===== src/design/ppp_pkg.sv =====
// ----------------------------------------------------------------------------
// ppp_pkg
// Shared widths and register indexes for the perspective projection pipeline.
// ----------------------------------------------------------------------------
package ppp_pkg;

    localparam int CRDW   = 21;  // Q13.8 coordinate
    localparam int DIFW   = 22;  // coordinate difference
    localparam int AXW    = 16;  // Q2.14 axis component
    localparam int PRODW  = 38;  // one axis term
    localparam int SUMW   = 40;  // dot product
    localparam int QW     = 32;  // Q16.16 result
    localparam int DIVSTG = 32;  // one quotient bit per stage
    localparam int CFGIW  = 3;

    typedef enum logic [CFGIW-1:0] {
        REG_MODE    = 3'd0,
        REG_CENTER  = 3'd1,
        REG_AXIS_U  = 3'd2,
        REG_AXIS_V  = 3'd3,
        REG_AXIS_N  = 3'd4,
        REG_SCALES  = 3'd5,
        REG_OFFSETS = 3'd6,
        REG_NONE    = 3'd7
    } t_cfg_idx;

    localparam logic signed [QW-1:0] QMAX = {1'b0, {(QW-1){1'b1}}};
    localparam logic signed [QW-1:0] QMIN = {1'b1, {(QW-1){1'b0}}};

endpackage


===== src/design/ppp_map.sv =====
// ----------------------------------------------------------------------------
// ppp_map
// Pixel mapping: registered scale product, then offset add, floor shift and
// saturation to Q16.16.
// ----------------------------------------------------------------------------
module ppp_map
    import ppp_pkg::*;
(
    input  logic                 i_clk,
    input  logic                 i_en,
    input  logic signed [QW-1:0] i_vp,
    input  logic signed [QW-1:0] i_scale,
    input  logic signed [QW-1:0] i_offset,
    output logic signed [QW-1:0] o_pix
);

    logic signed [2*QW-1:0] r_prod;
    logic signed [2*QW:0]   w_acc;
    logic signed [2*QW-16:0] w_sh;

    always_ff @(posedge i_clk) begin
        if (i_en) begin
            r_prod <= (2*QW)'(i_scale) * (2*QW)'(i_vp);
        end
    end

    // The offset is moved up by 16 bits and sign extended before the add.
    always_comb begin
        w_acc = (2*QW+1)'(r_prod) + (2*QW+1)'($signed({i_offset, 16'd0}));
        w_sh  = w_acc[2*QW:16];
        if (w_sh > (2*QW-15)'(QMAX))      o_pix = QMAX;
        else if (w_sh < (2*QW-15)'(QMIN)) o_pix = QMIN;
        else                              o_pix = w_sh[QW-1:0];
    end

endmodule


===== config.mk =====
export PLATFORM = sky130hd
export DESIGN_NAME = ppp_map
export DESIGN_NICKNAME = d
export VERILOG_FILES = /design/src/design/ppp_pkg.sv /design/src/design/ppp_map.sv
export SDC_FILE = /design/constraint.sdc
export NUM_CORES = 2
export LEC_CHECK = 0
export ABC_AREA = 1
export BUFFER_PORTS_ARGS = -buffer_cell sky130_fd_sc_hd__clkbuf_2
export CAP_MARGIN = 40
export CELL_PAD_IN_SITES_DETAIL_PLACEMENT = 1
export CELL_PAD_IN_SITES_GLOBAL_PLACEMENT = 2
export CORE_ASPECT_RATIO = 0.6
export CORE_MARGIN = 5
export CORE_UTILIZATION = 43
export DETAILED_ROUTE_END_ITERATION = 10
export PLACE_DENSITY_LB_ADDON = 0.08
export SETUP_SLACK_MARGIN = 0.5
export SLEW_MARGIN = 20
export SYNTH_ARGS = -nofsm -noshare
export SYNTH_HDL_FRONTEND = slang
export SYNTH_SLANG_ARGS = --single-unit

===== constraint.sdc =====
create_clock -name i_clk -period 22.8 [get_ports i_clk]
set_clock_uncertainty 0.1 [all_clocks]
set_input_delay 2.28 -clock i_clk [delete_from_list [all_inputs] [get_ports i_clk]]
set_output_delay 2.28 -clock i_clk [all_outputs]
set_load 0.005 [all_outputs]

Word level (Yosys, flattened, before mapping)
Index checks and enable logic that the tools add are counted. Widths: inputs -> output; s select.

Register bits: 64. Latch bits: 0. Memory bits (writable): 0. Memory bits (read-only): 0. Input bits: 98. Logic and storage cells: 7. Memories: 0.

Add/sub/neg operators: 1. Multipliers: 1. Div/mod/pow operators: 0. Magnitude comparators: 2. Equal/unequal tests: 0. Shift operators: 0. Mux-type cells: 2. Bitwise logic cells: 0. Reductions and logical operators: 0.

Operators by type and width (number): $add 64x48->65 (1); $mul 32x32->64 (1); $mux 32 (2); $gt 49x32->1 const B (1); $lt 49x32->1 const B (1).

Longest topological paths before layout
Word-level depth: 4. Mapped depth: 32.

Worst setup path after synthesis
No wires, ideal clock.

Path type: input port to flip-flop. Start: input i_scale[31]. End: register r_prod[61], data pin. Library setup time: 262 ps. Arrival time: 8889 ps. Data required time: 22438 ps. Setup slack: 13549 ps. Stages on the path: 26. Cell sequence: clkbuf_1 nand2_1 inv_1 fa_1 inv_1 fa_1 inv_1 fa_1 fa_1 inv_1 fa_1 inv_1 fa_1 inv_1 fa_1 inv_1 fa_1 ha_1 a21oi_1 o21a_1 o21ai_0 a31oi_1 o211ai_1 a21oi_1 a21oi_1 xor2_1.

Word-level cells in the longest chain between the ends: 1.

RTL lines: from (decl) (line ppp_map.sv:12) `input logic signed [QW-1:0] i_scale,`; $mul 32x32->64 (line ppp_map.sv:23) `r_prod <= (2*QW)'(i_scale) * (2*QW)'(i_vp);`; to (signal assigned) (line ppp_map.sv:23); to (decl) (line ppp_map.sv:17) `logic signed [2*QW-1:0] r_prod;`.

Every way passes these cells. A chain may end at the register's enable or synchronous reset.

Worst setup path after layout
Start: input i_vp[2]. End: register r_prod[63], data pin.

Word-level cells in the longest chain between the ends: 1.

RTL lines: from (decl) (line ppp_map.sv:11) `input logic signed [QW-1:0] i_vp,`; $mul 32x32->64 (line ppp_map.sv:23).

Every way passes these cells.

==> impl_metrics.csv <==
group,metric,value,unit
timing,relSlewSlack,29.5,%
timing,setup_viol,0,
timing,tns,0,ns
synth,synth_compound_area_share,3.19,%
synth,syn_nets,7043,
critical_path,crit_arrival,10.46,ns
critical_path,cp_max_fo,32,
global_routing,grt_pass1_wl,237,mm
detailed_routing,via_per_inst,5.04,
synth,yosys_warnings,0,
clocking,cts_tree,"done",
min_path,hp-class,"primary input to flip-flop",
layout,nets,7047,
critical_path,critPathRequiredTime,22.76,ns
layout,largest_reg_flops,48,
critical_path,slowest_delay,0.95,ns
floorplanning,die_w,419,µm
detailed_routing,finalWirelength,152,mm
timing,drv_slew,0,
detailed_routing,vias,35100,
synth,synth_cell_types,35,
run,drv_cap,0,
min_path,min_to,"r_prod[23]",
clocking,path_clk_slew,0.08,ns
timing,fin_crit,10.49,ns
outcome,status,"finished, final reports clean",
critical_path,critPathLaunchType,"primary input",
clocking,cts-root-buf,"clkbuf_16",
clocking,htreeDepth,2,
global_routing,antenna_found_initial,2,
layout,drive_gt1_share,4.18,%
floorplanning,row_count,90,
min_path,hold_start,"i_en",
clocking,cts.path.max_buffers,2,
layout,multiInputGateArea,34300,µm²
synth,avgSynthCellArea,7.67,µm²
layout,n_fill_cell,12400,
layout,diodes,0,
global_routing,first_global_vias,38600,
floorplanning,start_util,43.2,%
place,preCtsSetupSlack,11.96,ns
layout,regArea,1440,µm²
layout,top_regs,"r_prod: 48 flops",
detailed_routing,ant_nets,0,
critical_path,critical_path_class,"primary input to flip-flop",
floorplanning,coreArea,100000,µm²
critical_path,worstPathCellList,"clkbuf_2, nand2_1, inv_1, fa_1, fa_1, fa_1, inv_1, fa_1, inv_1, fa_1, inv_1, fa_1, fa_1, fa_1, inv_1, ha_1, nand2_1, nor2_1, inv_1, nor4_1, nand3_1, nand3_1, a21oi_1, xnor2_1",
place,place.gp.congestion,0.951,
synth,synth_area_leader_cell,"fa_1",
global_routing,grt_overflow,0,
clocking,numCtsBuffers,5,
clocking,cts_setup_buffers,0,
detailed_routing,wl_per_cell,21.9,µm
synth,synth_top_family_by_area,"adder cells",
synth,synth_simple_gate_area_share,17.7,%
timing,holdWs,2.52,ns
global_routing,grt.total_usage,29.1,%
timing,setup_ws,12.31,ns
detailed_routing,first_iter_violations,2789,
synth,synth_area,43200,µm²
layout,largest_register,"r_prod",
critical_path,endpoint_kind,"flip-flop",
clocking,post_cts_resized,0,
critical_path,slowest_stage,"fa_1",
synth,synth_seq_cells,48,
floorplanning,dieArea,107000,µm²
synth,synth_fa_ha_area_share,56.7,%
synth,netlist_instances,5635,
clocking,cts_hold_buf,0,
place,io_buffer_count,129,
clocking,clkSinkCount,48,
critical_path,cp_common_cell,"fa_1",
timing,hold_violations,0,
floorplanning,io_pins,130,
floorplanning,die_y,256,µm
place,dp_hpwl,130,mm
timing,worst_pin_slew,1.06,ns
timing,post-route-period-util,46.0,%
min_path,holdPathStages,2,
global_routing,grt_max_degree,49,
synth,synthXorXnorAreaFrac,1.82,%
synth,ys_seq_area_share,3.34,%
timing,max_freq,95.3,MHz
detailed_routing,route.detailed.drc,0,
synth,yosysTopAreaCellShare,50.1,%
layout,syn_to_final_growth,5.54,%
synth,synthMuxAreaShare,0,%
synth,synthTopCellsByArea,"fa_1 (50%), inv_1 (15%), nand2_1 (14%)",
timing,rsz0062_at_grt,"false",
detailed_routing,drtPass1Iterations,5,
## synth_stat cells (all sizes together)
master,n
inv,1768
nand2,1610
fa,1082
ha,228
nor2,222
clkbuf,191
a21oi,133
o21ai,70
nand3,62
xor2,56
edfxtp,48
xnor2,34
nand4,31
nor3,23
a31oi,18
a21o,13
o21a,9
buf,7
nor4,7
or2,7
o211ai,4
nand3b,3
o21bai,3
and3,2
a211oi,1
a21boi,1
o2111ai,1
o221ai,1
## stage by stage
stage,std cells,util [%],cell area [µm²]
2_1_floorplan,5635,-,43200
3_3_place_gp,6956,45.1,45200
3_5_place_dp,6964,45.3,45400
4_1_cts,6972,45.5,45600
5_1_grt,6974,45.5,45600
6_report,6974,45.5,45600
## cells in the final DEF, fill, tap and decap left out, drive strengths merged, types with 62 or more instances in the layout
master  count
nor2      222
o21ai      70
buf        66
a21oi     133
fa       1082
nand3      62
clkbuf    134
inv      1769
nand2    1610
ha        228
## worst max-delay path: cells and delay by family
family | cells | cell delay (ns)
adder cells (fa/ha/maj) | 9 | 4.88
AO/OA/AOI/OAI | 1 | 0.12
AND/OR/NAND/NOR | 6 | 1.82
buffers and inverters | 7 | 1.21
XOR/XNOR | 1 | 0.15
## per-layer routing
layer  share of wire [%]  up-vias  global-route usage [%]
li1                    -    15700                       -
met1                  50    18100                    47.1
met2                  40     1193                    40.8
met3                 9.3       79                    7.09
met4                0.69        4                    1.97
met5               0.022        -                       0
## logic make-up after synthesis
logic type,count (synthesis)
flip-flops,48
buffers and inverters,1966
AO/OA/AOI/OAI,254
adder cells (fa/ha/maj),1310
XOR/XNOR,90
AND/OR/NAND/NOR,1967
## cell type report
cell class | count | area share (%)
Inverter | 1768 | 14.6
Tap cell | 1334 | 3.66
Sequential cell | 48 | 3.16
Multi-Input combinational cell | 3621 | 75.3
Clock buffer | 5 | 0.274
Clock inverter | 3 | 0.151
Timing Repair Buffer | 195 | 2.87
## worst max path at each step
stage                           start          to  depth (start not counted)
after floorplan           i_scale[31]  r_prod[61]                         26
after global placement    i_scale[31]  r_prod[59]                         27
after detailed placement  i_scale[31]  r_prod[57]                         25
after CTS                 i_scale[31]  r_prod[57]                         25
after global routing          i_vp[2]  r_prod[57]                         23
final                         i_vp[2]  r_prod[63]                         24
Power is not shown: default switching activity piles up to over one toggle a cycle in this logic, so the estimate is an artifact.
